## src/sv/dte_pkg.sv

```systemverilog
// Shared types, constants and month tables for the date to weekday and epoch pipeline.
// Used by every stage module and by the top level; depends on nothing else.
`timescale 1ns / 1ps

package dte_pkg;

    localparam int YEAR_W = 25;
    localparam int MON_W  = 4;
    localparam int DAY_W  = 5;
    localparam int SEC_W  = 50;
    localparam int DAYS_W = 34;
    localparam int QY_W   = 19;
    localparam int PROD_W = 51;
    localparam int MOFF_W = 9;

    localparam logic [YEAR_W-1:0] YEAR_MIN  = 25'd1970;
    localparam logic [YEAR_W-1:0] YEAR_MAX  = 25'd30000000;
    localparam logic [MON_W-1:0]  MONTH_JAN = 4'd1;
    localparam logic [MON_W-1:0]  MONTH_FEB = 4'd2;
    localparam logic [MON_W-1:0]  MONTH_DEC = 4'd12;

    // floor(y / 100) = (y * ceil(2^32 / 100)) >> 32, exact for y below 2^30.
    localparam logic [25:0] DIV100_MUL   = 26'd42949673;
    localparam int          DIV100_SHIFT = 32;
    localparam logic [6:0]  CENTURY      = 7'd100;

    localparam logic [DAYS_W-1:0] DAYS_PER_YEAR    = 34'd365;
    localparam logic [DAYS_W-1:0] EPOCH_DAY_OFFSET = 34'd719468;

    // 86400 = 675 * 2^7.
    localparam logic [9:0] SEC_MUL   = 10'd675;
    localparam int         SEC_SHIFT = 7;

    typedef struct packed {
        logic              valid;
        logic              pre_ok;
        logic              early;
        logic              feb;
        logic [YEAR_W-1:0] year;
        logic [PROD_W-1:0] prod;
        logic [MOFF_W-1:0] moff;
        logic [DAY_W-1:0]  mlen;
        logic [DAY_W-1:0]  day;
    } t_s1;

    typedef struct packed {
        logic              valid;
        logic              ok;
        logic [DAYS_W-1:0] y365;
        logic [22:0]       yy4;
        logic [QY_W-1:0]   q100;
        logic [16:0]       q400;
        logic [MOFF_W-1:0] moff;
        logic [DAY_W-1:0]  day;
    } t_s2;

    typedef struct packed {
        logic              valid;
        logic              ok;
        logic [DAYS_W-1:0] days;
    } t_s3;

    typedef struct packed {
        logic             valid;
        logic             valid_res;
        logic [2:0]       weekday;
        logic [SEC_W-1:0] epoch_seconds;
    } t_res;

    function automatic logic [DAY_W-1:0] month_len(input logic [MON_W-1:0] m);
        logic [DAY_W-1:0] len;
        case (m)
            4'd1, 4'd3, 4'd5, 4'd7, 4'd8, 4'd10, 4'd12: len = 5'd31;
            4'd4, 4'd6, 4'd9, 4'd11:                   len = 5'd30;
            4'd2:                                      len = 5'd28;
            default:                                   len = 5'd0;
        endcase
        return len;
    endfunction

    // Days before the first of the month in a year that starts in March.
    function automatic logic [MOFF_W-1:0] month_off(input logic [MON_W-1:0] m);
        logic [MOFF_W-1:0] off;
        case (m)
            4'd3:    off = 9'd0;
            4'd4:    off = 9'd31;
            4'd5:    off = 9'd61;
            4'd6:    off = 9'd92;
            4'd7:    off = 9'd122;
            4'd8:    off = 9'd153;
            4'd9:    off = 9'd184;
            4'd10:   off = 9'd214;
            4'd11:   off = 9'd245;
            4'd12:   off = 9'd275;
            4'd1:    off = 9'd306;
            4'd2:    off = 9'd337;
            default: off = 9'd0;
        endcase
        return off;
    endfunction

endpackage

```

## src/sv/date_to_weekday_and_epoch.sv

```systemverilog
// Top level of the date to weekday and epoch pipeline.
// Depends on dte_pkg, dte_check, dte_year, dte_count and dte_scale.
`timescale 1ns / 1ps

// Checks a Gregorian date (year 1970..30000000) and returns the ISO weekday
// (1 = Monday .. 7 = Sunday) and the Unix time at midnight of that date, or all
// zeros with o_valid_res low for an invalid date. The block takes one
// transaction per cycle while o_stall is low, and each accepted input passes
// through the four register stages: range checks with the reciprocal
// product for the division by 100, leap rule with the day-of-month check, the
// day-count sum, and the scaling by 86400 with the weekday residue. Stages that
// hold no transaction fill even while the output is stalled, so up to four
// transactions are held in flight. No state survives between dates.

module date_to_weekday_and_epoch
    import dte_pkg::*;
(
    input  logic              i_clk,
    input  logic              i_rst_n,
    input  logic              i_valid,
    output logic              o_stall,
    input  logic [YEAR_W-1:0] i_year,
    input  logic [MON_W-1:0]  i_month,
    input  logic [DAY_W-1:0]  i_day,
    output logic              o_valid,
    input  logic              i_stall,
    output logic              o_valid_res,
    output logic [2:0]        o_weekday,
    output logic [SEC_W-1:0]  o_epoch_seconds
);

    t_s1  s1;
    t_s2  s2;
    t_s3  s3;
    t_res res;

    logic en1;
    logic en2;
    logic en3;
    logic en4;

    // A stage loads when it is empty or its contents move on this cycle.
    assign en4 = !res.valid || !i_stall;
    assign en3 = !s3.valid || en4;
    assign en2 = !s2.valid || en3;
    assign en1 = !s1.valid || en2;

    assign o_stall = !en1;

    dte_check u_check (
        .i_clk   (i_clk),
        .i_rst_n (i_rst_n),
        .i_en    (en1),
        .i_valid (i_valid),
        .i_year  (i_year),
        .i_month (i_month),
        .i_day   (i_day),
        .o_s1    (s1)
    );

    dte_year u_year (
        .i_clk   (i_clk),
        .i_rst_n (i_rst_n),
        .i_en    (en2),
        .i_s1    (s1),
        .o_s2    (s2)
    );

    dte_count u_count (
        .i_clk   (i_clk),
        .i_rst_n (i_rst_n),
        .i_en    (en3),
        .i_s2    (s2),
        .o_s3    (s3)
    );

    dte_scale u_scale (
        .i_clk   (i_clk),
        .i_rst_n (i_rst_n),
        .i_en    (en4),
        .i_s3    (s3),
        .o_res   (res)
    );

    assign o_valid         = res.valid;
    assign o_valid_res     = res.valid_res;
    assign o_weekday       = res.weekday;
    assign o_epoch_seconds = res.epoch_seconds;

    // Upstream is held off only when every stage is full and the output is stalled.
    a_stall_full: assert property (@(posedge i_clk) disable iff (!i_rst_n)
        o_stall |-> (o_valid && i_stall && s1.valid && s2.valid && s3.valid))
        else $error("input stalled while the pipeline has room");

    a_invalid_zero: assert property (@(posedge i_clk) disable iff (!i_rst_n)
        (o_valid && !o_valid_res) |-> (o_weekday == 3'd0 && o_epoch_seconds == '0))
        else $error("invalid date carries a nonzero result");

    a_weekday_range: assert property (@(posedge i_clk) disable iff (!i_rst_n)
        (o_valid && o_valid_res) |-> (o_weekday != 3'd0))
        else $error("valid date with weekday zero");

    a_stage_advance: assert property (@(posedge i_clk) disable iff (!i_rst_n)
        (s3.valid && en4) |=> o_valid)
        else $error("transaction lost between the last two stages");

endmodule

```

## src/sv/dte_check.sv

```systemverilog
// Stage one: range checks, month tables and the reciprocal product for the century split.
// Depends on dte_pkg.
`timescale 1ns / 1ps

module dte_check
    import dte_pkg::*;
(
    input  logic              i_clk,
    input  logic              i_rst_n,
    input  logic              i_en,
    input  logic              i_valid,
    input  logic [YEAR_W-1:0] i_year,
    input  logic [MON_W-1:0]  i_month,
    input  logic [DAY_W-1:0]  i_day,
    output t_s1               o_s1
);

    t_s1 r_s1;
    t_s1 n_s1;

    always_comb begin
        n_s1.valid  = i_valid;
        n_s1.pre_ok = (i_year >= YEAR_MIN) && (i_year <= YEAR_MAX)
                   && (i_month >= MONTH_JAN) && (i_month <= MONTH_DEC)
                   && (i_day != '0);
        // January and February belong to the previous March-based year.
        n_s1.early  = (i_month <= MONTH_FEB);
        n_s1.feb    = (i_month == MONTH_FEB);
        n_s1.year   = i_year;
        n_s1.prod   = PROD_W'(i_year) * PROD_W'(DIV100_MUL);
        n_s1.moff   = month_off(i_month);
        n_s1.mlen   = month_len(i_month);
        n_s1.day    = i_day;
    end

    always_ff @(posedge i_clk) begin
        if (!i_rst_n) begin
            r_s1.valid <= 1'b0;
        end else if (i_en) begin
            r_s1 <= n_s1;
        end
    end

    assign o_s1 = r_s1;

endmodule

```

## src/sv/dte_year.sv

```systemverilog
// Stage two: century quotient, leap rule, day-of-month check and the 365-day product.
// Depends on dte_pkg.
`timescale 1ns / 1ps

module dte_year
    import dte_pkg::*;
(
    input  logic i_clk,
    input  logic i_rst_n,
    input  logic i_en,
    input  t_s1  i_s1,
    output t_s2  o_s2
);

    t_s2 r_s2;
    t_s2 n_s2;

    logic [QY_W-1:0]   qy;
    logic [YEAR_W-1:0] qy100;
    logic              cent_zero;
    logic              leap;
    logic [YEAR_W-1:0] yy;
    logic [DAY_W:0]    day_lim;

    always_comb begin
        qy        = i_s1.prod[DIV100_SHIFT +: QY_W];
        qy100     = YEAR_W'(qy) * YEAR_W'(CENTURY);
        cent_zero = (i_s1.year == qy100);
        leap      = ((i_s1.year[1:0] == 2'b00) && !cent_zero)
                 || (cent_zero && (qy[1:0] == 2'b00));
        yy        = i_s1.year - YEAR_W'(i_s1.early);
        day_lim   = {1'b0, i_s1.mlen} + (DAY_W+1)'(i_s1.feb && leap);

        n_s2.valid = i_s1.valid;
        n_s2.ok    = i_s1.pre_ok && ({1'b0, i_s1.day} <= day_lim);
        n_s2.y365  = DAYS_W'(yy) * DAYS_PER_YEAR;
        n_s2.yy4   = yy[YEAR_W-1:2];
        // Stepping back one year crosses a century line only when the year ends in 00.
        n_s2.q100  = qy - QY_W'(i_s1.early && cent_zero);
        n_s2.q400  = n_s2.q100[QY_W-1:2];
        n_s2.moff  = i_s1.moff;
        n_s2.day   = i_s1.day;
    end

    always_ff @(posedge i_clk) begin
        if (!i_rst_n) begin
            r_s2.valid <= 1'b0;
        end else if (i_en) begin
            r_s2 <= n_s2;
        end
    end

    assign o_s2 = r_s2;

endmodule

```

## src/sv/dte_count.sv

```systemverilog
// Stage three: sums the parts of the day count relative to 1970-01-01.
// Depends on dte_pkg.
`timescale 1ns / 1ps

module dte_count
    import dte_pkg::*;
(
    input  logic i_clk,
    input  logic i_rst_n,
    input  logic i_en,
    input  t_s2  i_s2,
    output t_s3  o_s3
);

    t_s3 r_s3;
    t_s3 n_s3;

    always_comb begin
        n_s3.valid = i_s2.valid;
        n_s3.ok    = i_s2.ok;
        // The true count fits in the word for every valid date, so wraparound is harmless.
        n_s3.days  = i_s2.y365 + DAYS_W'(i_s2.yy4) + DAYS_W'(i_s2.q400)
                   - DAYS_W'(i_s2.q100) + DAYS_W'(i_s2.moff) + DAYS_W'(i_s2.day)
                   - EPOCH_DAY_OFFSET - DAYS_W'(1);
    end

    always_ff @(posedge i_clk) begin
        if (!i_rst_n) begin
            r_s3.valid <= 1'b0;
        end else if (i_en) begin
            r_s3 <= n_s3;
        end
    end

    assign o_s3 = r_s3;

endmodule

```

## src/sv/dte_scale.sv

```systemverilog
// Stage four: scales the day count to seconds and reduces it modulo 7 for the weekday.
// Depends on dte_pkg; this register is the output register of the block.
`timescale 1ns / 1ps

module dte_scale
    import dte_pkg::*;
(
    input  logic i_clk,
    input  logic i_rst_n,
    input  logic i_en,
    input  t_s3  i_s3,
    output t_res o_res
);

    t_res r_res;
    t_res n_res;

    logic [35:0]            days_pad;
    logic [5:0]             acc_a;
    logic [5:0]             acc_b;
    logic [6:0]             fold1;
    logic [3:0]             fold2;
    logic [3:0]             fold3;
    logic [2:0]             rem7;
    logic [2:0]             wday;
    logic [DAYS_W+9:0]      prod;

    // Since 8 is 1 modulo 7, summing the octal digits keeps the residue.
    always_comb begin
        days_pad = 36'(i_s3.days);
        acc_a    = '0;
        acc_b    = '0;
        for (int i = 0; i < 6; i++) begin
            acc_a = acc_a + 6'(days_pad[3*i +: 3]);
            acc_b = acc_b + 6'(days_pad[3*(i+6) +: 3]);
        end
        fold1 = 7'(acc_a) + 7'(acc_b);
        fold2 = 4'(fold1[2:0]) + 4'(fold1[5:3]) + 4'(fold1[6]);
        fold3 = 4'(fold2[2:0]) + 4'(fold2[3]);
        rem7  = (fold3 >= 4'd7) ? 3'(fold3 - 4'd7) : fold3[2:0];
        // 1970-01-01 was a Thursday.
        wday  = (rem7 <= 3'd3) ? (rem7 + 3'd4) : (rem7 - 3'd3);
        prod  = (DAYS_W+10)'(i_s3.days) * (DAYS_W+10)'(SEC_MUL);

        n_res.valid         = i_s3.valid;
        n_res.valid_res     = i_s3.ok;
        n_res.weekday       = i_s3.ok ? wday : 3'd0;
        n_res.epoch_seconds = i_s3.ok ? SEC_W'({prod, {SEC_SHIFT{1'b0}}}) : '0;
    end

    always_ff @(posedge i_clk) begin
        if (!i_rst_n) begin
            r_res.valid <= 1'b0;
        end else if (i_en) begin
            r_res <= n_res;
        end
    end

    assign o_res = r_res;

endmodule

```

## config.mk

```make
export PLATFORM = sky130hd
export DESIGN_NAME = date_to_weekday_and_epoch
export DESIGN_NICKNAME = d
export VERILOG_FILES = /design/src/sv/dte_pkg.sv /design/src/sv/date_to_weekday_and_epoch.sv /design/src/sv/dte_check.sv /design/src/sv/dte_year.sv /design/src/sv/dte_count.sv /design/src/sv/dte_scale.sv
export SDC_FILE = /design/constraint.sdc
export NUM_CORES = 2
export LEC_CHECK = 0
export BUFFER_PORTS_ARGS = -buffer_cell sky130_fd_sc_hd__buf_2
export CORE_MARGIN = 1.5
export CORE_UTILIZATION = 50
export CTS_CLUSTER_DIAMETER = 50
export DETAILED_ROUTE_END_ITERATION = 10
export GPL_ROUTABILITY_DRIVEN = 1
export PLACE_DENSITY = 0.66
export REMOVE_ABC_BUFFERS = 1
export SYNTH_ARGS = -nofsm -noshare
export SYNTH_HDL_FRONTEND = slang
export SYNTH_SLANG_ARGS = --single-unit
```

## constraint.sdc

```tcl
create_clock -name i_clk -period 15.5 [get_ports i_clk]
set_clock_uncertainty 0.15 [all_clocks]
set_input_delay 0.775 -clock i_clk [delete_from_list [all_inputs] [get_ports i_clk]]
set_output_delay 0.775 -clock i_clk [all_outputs]
set_load 0.03 [all_outputs]
```

==> results.toml <==
[timing]
finalSetupViolations = 0
hold_violations = 0
rsz0062_at_grt = "false"
setup_tns_ns = 0
drv_slew = 0
max_slew_margin = 0.314
max_freq_mhz = 136
period_share = 0.474
fin_ws_ns = 8.16
worstMarginPinSlew_ns = 1.02
period_needed_ns = 7.34

[layout]
nets = 4893
nFillCells = 6366
final_util = 0.550
area_growth_syn_to_layout_pct = 8.21
diodes = 0
layout.cells.non_filler = 4656
drive_gt1_frac = 0.0510

[cts]
cts_tree = "done"
clock_sinks = 241
cts_buffer_depth = 3
htree_levels = 2
cts_setup_buffers = 0
cts_resized = 0
cts_root_buf = "clkbuf_16"
clock_latency_ns = 0.59
cts_hold_buf = 0
clk_pin_slew_worst_paths_ns = 0.06
cts-buffers-inserted = 43

[synth]
syn_area_per_cell_sq_um = 10.3
synth_simple_gate_area_frac = 0.0651
synth_top_family_by_area = "adder cells"
syn_area_sq_um = 36500
synth_xor_area_frac = 0.0463
syn-instance-count = 3559
synth-warning-count = 0
synth_edf_count = 237
ys.flop_type = "edfxtp_1"
synth.area.mux_share = 0.00380
async_flop_share = 0
synth.distinct_cells = 74
ys_ff_latch = 241
synthAdderAreaFrac = 0.503
seq_area_frac_synth = 0.197
synth_compound_area_frac = 0.0791

[floorplanning]
die-area_sq_um = 74700
die_h_microns = 273
ioPinCount = 94
core-area_sq_um = 71900
die_w_microns = 273
rows = 98
initial_core_util = 0.508

[run]
drv_cap = 0

[global_route]
grt_pass1_wl_microns = 128000
grt_pass1_vias = 24900
globalRouteOverflowTotal = 0
grt_max_degree = 77
grt_usage = 0.218
grt_antenna_before_repair = 0

[place]
dp_worst_setup_slack_ns = 7.83
place_inst = 4576
gp_congestion = 0.973
port_buffers = 86
place_hpwl_microns = 69900

[routing]
viasPerCell = 5.13
vias = 23900
drt-pass1-iter-count = 5
first_iter_violations = 903
routed_wl_microns = 79900
wire_per_inst_microns = 17.2
route.detailed.drc = 0
detail-route-antenna-nets = 0

[worst_setup_path]
cp_data_required_time_ns = 15.67
end_kind = "flop"
critPathLaunchType = "flop"
cp.arrival_ns = 7.51
path_max_fanout = 6
crit_type = "flop to flop"

[run_status]
status = "complete, no violations"

[hold_path]
hold_path.class = "input port to flop"
## synth_stat cells, drive strengths merged, types with 14 or more instances
cell type  count  area share
o211ai        14      0.0030
a21oi        139       0.019
nand2b        24      0.0041
nand3         47      0.0064
nand4         33      0.0057
inv          985        0.10
o21bai        17      0.0035
a31oi         14      0.0024
nor3          32      0.0044
xnor2        130       0.031
clkbuf        20      0.0021
and3          19      0.0033
ha           711        0.24
nor2         116       0.012
o21ai         66      0.0090
xor2          63       0.015
o21a          29      0.0060
a21o          77       0.016
a21boi        17      0.0035
edfxtp       237        0.19
nor2b         29      0.0050
fa           473        0.26
nand2        101       0.010
## critical path: stages, from the launching register on
cell and delay, ns:
edfxtp_1 0.50, ha_1 0.26, fa_1 0.50, inv_1 0.06, fa_1 0.48, inv_1 0.05, fa_1 0.50, inv_1 0.05
fa_1 0.49, inv_1 0.04, ha_1 0.21, fa_1 0.41, xor2_1 0.16, ha_1 0.27, inv_1 0.06, nor2_1 0.10
nor2_1 0.07, o21bai_1 0.16, a21oi_1 0.11, fa_1 0.42, fa_1 0.50, xnor2_1 0.36, ha_1 0.28, xnor2_1 0.09
a21oi_1 0.40, nor3_1 0.08, o311a_1 0.31
## metrics by stage
stage          instance area (sq um)  hold slack, ns
2_1_floorplan                  36400           0.250
3_3_place_gp                   38100           0.254
3_5_place_dp                   38100           0.255
4_1_cts                        39500           0.184
5_1_grt                        39500           0.203
6_report                       39500           0.218
## worst paths after layout
check	from	endpoint	slack, ns	cells past startpoint
setup reg to reg	u_count.o_s3[3]	u_scale.o_res[51]	8.16	26
hold / removal	i_day[2]	u_check.o_s1[2]	0.22	1
setup / recovery	u_count.o_s3[3]	u_scale.o_res[51]	8.16	26
hold reg to reg	u_check.o_s1[12]	u_year.o_s2[7]	0.27	0
## final cells by class
cell class | count | area, sq um | share of cell area
well taps | 950 | 1190 | 0.0301
clock inverters | 36 | 344 | 0.00871
repair buffers | 91 | 468 | 0.0118
flip-flops and latches | 241 | 7200 | 0.182
clock buffers | 44 | 1080 | 0.0273
multi-input cells | 2308 | 25500 | 0.646
inverters | 986 | 3700 | 0.0937
## per-layer routing
metal  routed length [microns]  share of wire  up-vias  track usage
met2                     41000           0.51      329        0.405
met4                      2190          0.027        0       0.0611
li1                          -              -    11700            -
met3                      2620          0.033      118       0.0281
met1                     34100           0.43    11700        0.264
met5                         0              0        -            0
## state kept, by name, indices dropped and copies added (netlist names)
signal and cells:
u_year.o_s2 92, u_count.o_s3 36, u_check.o_s1 65, u_scale.o_res 48
## cells in the final DEF (no fill, tap or decap), types with 63 or more instances in the layout
master    instances
a21o_1           77
a21oi_1         139
buf_2            86
edfxtp_1        237
fa_1            473
ha_1            711
inv_1           985
nand2_1         101
nor2_1          116
o21ai_0          65
xnor2_1         130
xor2_1           63
## logic make-up (layout without fill, tap and decap cells)
family,count (synthesis),in the layout
XOR/XNOR,193,193
buffers and inverters,1016,1157
adder cells (fa/ha/maj),1185,1185
multiplexers,11,11
flip-flops,241,241
other,1,7
AO/OA/AOI/OAI,441,441
AND/OR/NAND/NOR,471,471
Power is not shown: default switching activity piles up to over one toggle a cycle in this logic, so the estimate is an artifact.
